[src/rtl/core/optical_flow_frame_parser_core_macros.svh]
// ----------------------------------------------------------------------------
// Assertion macros for the optical flow frame parser core
// Shared concurrent assertion forms, clocked on clk and disabled in reset.
// ----------------------------------------------------------------------------
`ifndef OPTICAL_FLOW_FRAME_PARSER_CORE_MACROS_SVH
`define OPTICAL_FLOW_FRAME_PARSER_CORE_MACROS_SVH

// The consequent must hold in the same cycle as the antecedent.
`define OFP_ASSERT_IMPL(label, ante, cons) \
  label: assert property (@(posedge clk) disable iff (rst) (ante) |-> (cons)) \
    else $error("assertion failed: same-cycle check");

// The consequent must hold in the cycle after the antecedent.
`define OFP_ASSERT_NEXT(label, ante, cons) \
  label: assert property (@(posedge clk) disable iff (rst) (ante) |=> (cons)) \
    else $error("assertion failed: next-cycle check");

`endif

[src/rtl/core/ofp_pkg.sv]
// ----------------------------------------------------------------------------
// ofp_pkg
// Constants, codes and shared types of the optical flow frame parser.
// ----------------------------------------------------------------------------
package ofp_pkg;

  localparam int PAYLOAD_BYTES = 10;
  localparam int PAYLOAD_IDX_W = $clog2(PAYLOAD_BYTES);

  // Input operation codes.
  localparam logic OP_BYTE = 1'b0;
  localparam logic OP_SNAP = 1'b1;

  // Result kind codes.
  localparam logic [1:0] KIND_ACCEPT = 2'd0;
  localparam logic [1:0] KIND_REJECT = 2'd1;
  localparam logic [1:0] KIND_SNAP   = 2'd2;

  // Configuration register indexes.
  localparam logic CFG_HEAD = 1'b0;
  localparam logic CFG_TAIL = 1'b1;

  // End of a frame as seen by the parser.
  typedef struct packed {
    logic               done;
    logic               good;
    logic signed [15:0] raw_x;
    logic signed [15:0] raw_y;
    logic        [15:0] integ;
    logic        [15:0] height;
    logic        [7:0]  quality;
  } frame_t;

  // Accumulator contents offered to a snapshot.
  typedef struct packed {
    logic               valid;
    logic signed [31:0] sum_x;
    logic signed [31:0] sum_y;
    logic        [15:0] count;
    logic        [31:0] integ;
    logic        [31:0] total;
    logic        [7:0]  quality;
  } snap_t;

endpackage

[src/rtl/core/ofp_parser.sv]
// ----------------------------------------------------------------------------
// ofp_parser
// Framing machine: head, length, payload with running XOR, checksum, tail.
// ----------------------------------------------------------------------------
module ofp_parser import ofp_pkg::*; (
  input  logic       clk,
  input  logic       rst,
  input  logic       step,
  input  logic [7:0] rx_byte,
  input  logic [7:0] head_byte,
  input  logic [7:0] tail_byte,
  output frame_t     frame
);

  typedef enum logic [2:0] {
    PH_IDLE = 3'd0,
    PH_LEN  = 3'd1,
    PH_PAY  = 3'd2,
    PH_CSUM = 3'd3,
    PH_TAIL = 3'd4
  } phase_t;

  phase_t     phase;
  phase_t     phase_next;
  logic [5:0] payload_index;
  logic [5:0] payload_index_next;
  logic [7:0] xor_running;
  logic [7:0] xor_received;
  logic [7:0] payload_store [PAYLOAD_BYTES];

  assign payload_index_next = payload_index + 6'd1;

  always_comb begin
    phase_next = phase;
    case (phase)
      PH_IDLE: if (rx_byte == head_byte) phase_next = PH_LEN;
      PH_LEN: begin
        if (rx_byte == 8'(PAYLOAD_BYTES)) phase_next = PH_PAY;
        else phase_next = PH_IDLE;
      end
      PH_PAY: if (payload_index_next >= 6'(PAYLOAD_BYTES)) phase_next = PH_CSUM;
      PH_CSUM: phase_next = PH_TAIL;
      PH_TAIL: phase_next = PH_IDLE;
      default: phase_next = PH_IDLE;
    endcase
  end

  always_ff @(posedge clk) begin
    if (rst) begin
      phase         <= PH_IDLE;
      payload_index <= 6'd0;
      xor_running   <= 8'd0;
      xor_received  <= 8'd0;
    end else if (step) begin
      phase <= phase_next;
      case (phase)
        PH_LEN: begin
          if (rx_byte == 8'(PAYLOAD_BYTES)) begin
            payload_index <= 6'd0;
            xor_running   <= 8'd0;
          end
        end
        PH_PAY: begin
          xor_running   <= xor_running ^ rx_byte;
          payload_index <= payload_index_next;
        end
        PH_CSUM: xor_received <= rx_byte;
        default: ;
      endcase
    end
  end

  // Payload bytes hold no reset; decoding only follows a full payload.
  always_ff @(posedge clk) begin
    if (step && phase == PH_PAY && payload_index < 6'(PAYLOAD_BYTES)) begin
      payload_store[payload_index[PAYLOAD_IDX_W-1:0]] <= rx_byte;
    end
  end

  always_comb begin
    frame.done    = step && phase == PH_TAIL;
    frame.good    = rx_byte == tail_byte && xor_received == xor_running;
    frame.raw_x   = {payload_store[1], payload_store[0]};
    frame.raw_y   = {payload_store[3], payload_store[2]};
    frame.integ   = {payload_store[5], payload_store[4]};
    frame.height  = {payload_store[7], payload_store[6]};
    frame.quality = payload_store[8];
  end

endmodule

[src/rtl/core/ofp_accum.sv]
// ----------------------------------------------------------------------------
// ofp_accum
// Flow, count and time sums of accepted frames, read and cleared by snapshot.
// ----------------------------------------------------------------------------
module ofp_accum import ofp_pkg::*; (
  input  logic   clk,
  input  logic   rst,
  input  logic   snap_req,
  input  frame_t frame,
  output snap_t  snap
);

  logic               last_valid;
  logic [7:0]         last_quality;
  logic signed [31:0] acc_x;
  logic signed [31:0] acc_y;
  logic [15:0]        acc_count;
  logic [31:0]        acc_integration;
  logic [31:0]        frames_accepted;
  logic               add;

  assign add = frame.done && frame.good;

  always_ff @(posedge clk) begin
    if (rst) begin
      last_valid      <= 1'b0;
      last_quality    <= 8'd0;
      acc_x           <= 32'sd0;
      acc_y           <= 32'sd0;
      acc_count       <= 16'd0;
      acc_integration <= 32'd0;
      frames_accepted <= 32'd0;
    end else if (snap_req) begin
      acc_x           <= 32'sd0;
      acc_y           <= 32'sd0;
      acc_count       <= 16'd0;
      acc_integration <= 32'd0;
    end else if (add) begin
      last_quality    <= frame.quality;
      last_valid      <= frame.quality != 8'd0;
      acc_x           <= acc_x + 32'(frame.raw_x);
      acc_y           <= acc_y + 32'(frame.raw_y);
      acc_count       <= acc_count + 16'd1;
      acc_integration <= acc_integration + {16'd0, frame.integ};
      frames_accepted <= frames_accepted + 32'd1;
    end
  end

  always_comb begin
    snap.valid   = acc_count != 16'd0 && last_valid;
    snap.sum_x   = acc_x;
    snap.sum_y   = acc_y;
    snap.count   = acc_count;
    snap.integ   = acc_integration;
    snap.total   = frames_accepted;
    snap.quality = last_quality;
  end

endmodule

[src/rtl/core/optical_flow_frame_parser_core.sv]
// ----------------------------------------------------------------------------
// optical_flow_frame_parser_core
// Sensor frame parser with flow accumulation and read-and-clear snapshot.
// ----------------------------------------------------------------------------
// Input channel (in_valid/in_ready) carries either a received byte
// (operation = byte) or a snapshot request. Bytes run the framing machine;
// the tail byte of a frame yields an accept or reject transaction, and a
// snapshot yields the sums as they stood, then clears them. Other bytes
// yield nothing.
// Output channel (out_valid/out_ready) presents one result from a single
// output register. A result appears in the cycle after its input transaction.
// Throughput is one input transaction per cycle: the parser state and sums
// update in the accepting cycle, so the next byte may follow at once.
// When the receiver stalls with a result waiting, in_ready drops until that
// result is taken; in_ready is high whenever the output register is empty
// or being read in the same cycle.
// Configuration writes (cfg_we, cfg_index, cfg_data) set the head and tail
// byte values, which are held in registers.
// Reset clears the framing machine, sums, counters, head and tail values
// and the output valid flag; no clearing pass is needed.
// ----------------------------------------------------------------------------
`include "optical_flow_frame_parser_core_macros.svh"

module optical_flow_frame_parser_core import ofp_pkg::*; (
  input  logic               clk,
  input  logic               rst,
  input  logic               cfg_we,
  input  logic               cfg_index,
  input  logic [7:0]         cfg_data,
  input  logic               in_valid,
  output logic               in_ready,
  input  logic               operation,
  input  logic [7:0]         rx_byte,
  output logic               out_valid,
  input  logic               out_ready,
  output logic [1:0]         result_kind,
  output logic signed [15:0] raw_x,
  output logic signed [15:0] raw_y,
  output logic [15:0]        integration_time,
  output logic [15:0]        height,
  output logic [7:0]         quality,
  output logic               valid_res,
  output logic signed [31:0] sum_x,
  output logic signed [31:0] sum_y,
  output logic [15:0]        sum_count,
  output logic [31:0]        sum_integration,
  output logic [31:0]        frame_total
);

  logic [7:0] head_byte;
  logic [7:0] tail_byte;
  logic       accept;
  logic       byte_step;
  logic       snap_req;
  logic       has_result;
  frame_t     frame;
  snap_t      snap;

  assign in_ready  = !out_valid || out_ready;
  assign accept    = in_valid && in_ready;
  assign byte_step = accept && operation == OP_BYTE;
  assign snap_req  = accept && operation == OP_SNAP;
  assign has_result = snap_req || frame.done;

  always_ff @(posedge clk) begin
    if (rst) begin
      head_byte <= 8'd0;
      tail_byte <= 8'd0;
    end else if (cfg_we) begin
      case (cfg_index)
        CFG_HEAD: head_byte <= cfg_data;
        CFG_TAIL: tail_byte <= cfg_data;
        default: ;
      endcase
    end
  end

  ofp_parser u_parser (
    .clk       (clk),
    .rst       (rst),
    .step      (byte_step),
    .rx_byte   (rx_byte),
    .head_byte (head_byte),
    .tail_byte (tail_byte),
    .frame     (frame)
  );

  ofp_accum u_accum (
    .clk      (clk),
    .rst      (rst),
    .snap_req (snap_req),
    .frame    (frame),
    .snap     (snap)
  );

  always_ff @(posedge clk) begin
    if (rst) begin
      out_valid <= 1'b0;
    end else if (has_result) begin
      out_valid <= 1'b1;
    end else if (out_ready) begin
      out_valid <= 1'b0;
    end
  end

  // Result payload; loaded only together with a new result.
  always_ff @(posedge clk) begin
    if (has_result) begin
      raw_x            <= 16'sd0;
      raw_y            <= 16'sd0;
      integration_time <= 16'd0;
      height           <= 16'd0;
      quality          <= snap.quality;
      valid_res        <= 1'b0;
      sum_x            <= 32'sd0;
      sum_y            <= 32'sd0;
      sum_count        <= 16'd0;
      sum_integration  <= 32'd0;
      frame_total      <= 32'd0;
      if (snap_req) begin
        result_kind     <= KIND_SNAP;
        valid_res       <= snap.valid;
        sum_x           <= snap.sum_x;
        sum_y           <= snap.sum_y;
        sum_count       <= snap.count;
        sum_integration <= snap.integ;
        frame_total     <= snap.total;
      end else if (frame.good) begin
        result_kind      <= KIND_ACCEPT;
        raw_x            <= frame.raw_x;
        raw_y            <= frame.raw_y;
        integration_time <= frame.integ;
        height           <= frame.height;
        quality          <= frame.quality;
      end else begin
        result_kind <= KIND_REJECT;
      end
    end
  end

  `OFP_ASSERT_NEXT(a_snap_result, snap_req, out_valid && result_kind == KIND_SNAP)
  `OFP_ASSERT_IMPL(a_no_overwrite, out_valid && !out_ready, !in_ready && !has_result)
  `OFP_ASSERT_IMPL(a_frame_sums_zero, out_valid && result_kind != KIND_SNAP,
                   sum_count == 16'd0 && valid_res == 1'b0 && frame_total == 32'd0)

endmodule
[config.mk]
export PLATFORM = sky130hd
export DESIGN_NAME = optical_flow_frame_parser_core
export DESIGN_NICKNAME = d
export VERILOG_FILES = /design/src/rtl/core/ofp_pkg.sv /design/src/rtl/core/ofp_parser.sv /design/src/rtl/core/ofp_accum.sv /design/src/rtl/core/optical_flow_frame_parser_core.sv
export VERILOG_INCLUDE_DIRS = /design/src /design/src/rtl/core
export SDC_FILE = /design/constraint.sdc
export NUM_CORES = 1
export LEC_CHECK = 0
export ABC_AREA = 0
export BUFFER_PORTS_ARGS = -buffer_cell sky130_fd_sc_hd__buf_2
export CAP_MARGIN = 20
export CORE_MARGIN = 2
export CORE_UTILIZATION = 50
export DETAILED_ROUTE_END_ITERATION = 7
export GPL_ROUTABILITY_DRIVEN = 0
export GPL_TIMING_DRIVEN = 0
export PLACE_DENSITY = 0.72
export SLEW_MARGIN = 10
export SYNTH_ARGS = -nofsm -noshare
export SYNTH_HDL_FRONTEND = slang
export SYNTH_SLANG_ARGS = --single-unit
[constraint.sdc]
create_clock -name clk -period 7.4 [get_ports clk]
set_input_delay 1.85 -clock clk [delete_from_list [all_inputs] [get_ports clk]]
set_output_delay 1.85 -clock clk [all_outputs]
set_load 0.005 [all_outputs]
==> out/qor.yml <==
floorplanning:
  fp-row-count: 77
  initial_core_util_pct: 50.3
  ios: 244
  die_height_um: 215
  die_w_um: 215
  dieArea_um2: 46000
  design.core.area_um2: 44000
setup_path:
  r2r_end: "u_accum.acc_integration[19]$_SDFFE_PP0P_"
  critical_path_class: "in2reg"
  crit_chain: "buf_2 > xnor2_1 > nand4_1 > nor4_4 > and4_1 > buf_4 > clkbuf_1 > buf_1 > a211oi_1"
  ff2ff_path_depth: 9
  end_kind: "flop"
  slowest_delay_ns: 0.81
  r2r_setup_slack_ns: 3.63
  crit_arrival_ns: 5.35
  critPathTopFamily: "buffers and inverters"
  cp.depth: 9
  startpoint_type: "primary input"
  cp.required_ns: 7.81
  critPathLaunch: "rx_byte[5]"
  critical-path-slowest-cell: "buf_1"
  worst-path-max-fanout: 15
  crit_buf_inv: 4
  r2r_start: "out_valid$_SDFFE_PP0P_"
  critPathCapture: "u_accum.acc_y[8]$_SDFFE_PP0P_"
job:
  drv_cap: 0
clock_tree:
  root_buffer: "clkbuf_16"
  cts_resized: 0
  post_cts_buffers: 0
  insertion_delay_ns: 0.60
  cts_tree: "built"
  cts_sinks: 486
  htreeDepth: 2
  cts_inserted_buffers: 49
  cts.path.max_buffers: 3
  postCtsHoldBufs: 0
  clk_pin_slew_ns: 0.06
cells_and_area:
  fin_nets: 2450
  diodes: 0
  layout_common_cells: "edfxtp_1 (291), buf_2 (244), and2_1 (226)"
  regArea_um2: 12600
  layout.cells.most_common: "edfxtp_1"
  drive_gt1_share_pct: 15.0
  fin_cells: 2971
  fillers: 3660
  multi_input_area_um2: 9060
  area_growth_pct: 16.9
global_route:
  grt_overflow_total: 0
  track_usage_pct: 24.6
  grt_pass1_vias: 15942
  grt_pass1_wl_um: 88200
  antenna_found_initial: 1
  grt_max_degree: 43
power:
  max-vdd-ir-drop_mv: 0.178
  p_leak_nw: 9.96
  finalPower_mw: 5.68
  cellPowerDensity_nw_per_um2: 219
timing:
  layout_setup_ws_ns: 2.47
  setup_tns_ns: 0
  whs_ns: 0.456
  drv_slew: 0
  tightest_slew_ns: 1.04
  fin_crit_sh_pct: 66.7
  fin_crit_ns: 4.93
  fmax_mhz: 203
  hold_violations: 0
  relSlewSlack_pct: 30.8
  rsz0062_at_grt: "false"
  skew_ns: 0.0169
  setup_viol: 0
placed_design:
  dp_hpwl_um: 40900
  place.port_buffers: 240
  placedCellCount: 2880
  dpl_worst_slack_ns: 1.96
routing:
  via_per_inst: 5.65
  wl_per_cell_um: 19.5
  first_iter_violations: 1391
  wl_um: 58000
  ant_nets: 0
  drc: 0
  vias: 16784
  first_pass_iters: 6
synthesis:
  synthArstFlopShare_pct: 0
  yosysWarnings: 0
  ys.flop_type: "edfxtp_1"
  synthesis.area_um2: 22200
  yosysSeqAreaShare_pct: 57.0
  ys_types: 69
  avgSynthCellArea_um2: 10.9
  syn_nets: 2152
  synthCells: 2041
  yosys_register_bits: 486
  synth_edf_count: 291
min_path:
  hold_path_class: "reg2reg"
  min_from: "u_accum.last_quality[5]$_SDFFE_PP0P_"
run_status:
  outcome: "complete, no violations"
==> worst min-delay path, cell delays in order, from the launching register on <==
cell and delay, ns:
dfxtp_1 0.31, nand2_1 0.05, a21oi_1 0.05
==> where the power goes <==
group | switching, mW | internal (mW) | total, mW
Combinational | 0.132 | 0.0563 | 0.188
Sequential | 0.0170 | 2.90 | 2.92
Clock | 1.04 | 1.53 | 2.57
==> kinds of logic after synthesis <==
logic type               count (synthesis)  share of synthesized area [%]
AO/OA/AOI/OAI                          378                           10.4
AND/OR/NAND/NOR                        809                           18.7
XOR/XNOR                               119                           4.70
buffers and inverters                  121                           2.11
multiplexers                            40                           1.90
adder cells (fa/ha/maj)                 88                           5.07
flip-flops                             486                           57.0
==> flip-flops by register name (all words and copies together) (netlist names), 6 cells and up <==
name / cells
head_byte: 8
frame_total: 32
u_accum.acc_integration: 32
sum_integration: 32
u_accum.acc_x: 32
u_parser.payload_index: 6
quality: 8
integration_time: 16
u_accum.last_quality: 8
u_accum.acc_count: 16
u_accum.acc_y: 32
u_parser.payload_store: 72
sum_x: 32
sum_count: 16
raw_x: 16
sum_y: 32
raw_y: 16
u_parser.xor_received: 8
height: 16
u_accum.frames_accepted: 32
tail_byte: 8
u_parser.xor_running: 8
==> worst min-delay path by stage <==
stage	end	slack [ns]	cells after the start
after floorplan	u_accum.last_quality[0]$_SDFFE_PP0P_	0.43	2
after global placement	u_accum.last_quality[4]$_SDFFE_PP0P_	0.44	2
after detailed placement	u_accum.last_quality[5]$_SDFFE_PP0P_	0.45	2
after CTS	u_accum.last_quality[5]$_SDFFE_PP0P_	0.46	2
after global routing	u_accum.last_quality[2]$_SDFFE_PP0P_	0.48	2
final	u_accum.last_quality[5]$_SDFFE_PP0P_	0.46	2
==> cells in the mapped netlist, types with 7 or more instances <==
cell | count | area [um2]
and2_1 | 226 | 1410
o21bai_1 | 7 | 52.6
edfxtp_1 | 291 | 8740
or4_1 | 7 | 52.6
nand2b_1 | 12 | 75.1
nor4_1 | 11 | 68.8
clkbuf_1 | 77 | 289
nor3_1 | 22 | 110
and3_1 | 24 | 150
nand2_1 | 185 | 694
o21a_1 | 14 | 105
nor2_1 | 157 | 589
mux2i_1 | 24 | 240
mux2_2 | 16 | 180
a21o_1 | 28 | 210
ha_1 | 85 | 1060
o211ai_1 | 14 | 105
a31oi_1 | 12 | 75.1
inv_1 | 32 | 120
o21ai_0 | 71 | 355
dfxtp_1 | 195 | 3900
a21oi_1 | 148 | 741
xnor2_1 | 66 | 578
a211oi_1 | 25 | 188
or3_1 | 21 | 131
xor2_1 | 53 | 464
nor2b_1 | 12 | 75.1
o31ai_1 | 7 | 52.6
nand4_1 | 27 | 169
nand3_1 | 80 | 400
==> per-layer routing <==
layer  global-route usage, %  up-vias  part of all wire, %
met5                       0        -                    0
met4                    10.6        0                  3.8
met3                    3.33      131                  7.4
met2                    39.7      668                   47
met1                    33.4     8064                   42
li1                        -     7921                    -
==> through the flow <==
stage,util (%),area [um2]
5_1_grt,58.9,25900
3_5_place_dp,55.1,24200
2_1_floorplan,-,22200
6_report,58.9,25900
4_1_cts,58.9,25900
3_3_place_gp,54.8,24100
==> area by class of cell <==
cell class | instances | share of cell area, %
flip-flops and latches | 486 | 48.8
multi-input cells | 1434 | 35.0
clock buffers | 72 | 5.61
repair buffers | 247 | 5.13
well taps | 592 | 2.86
plain buffers | 89 | 1.34
clock inverters | 19 | 0.854
inverters | 32 | 0.478
No activity file was read; power rests on OpenSTA's default activity.
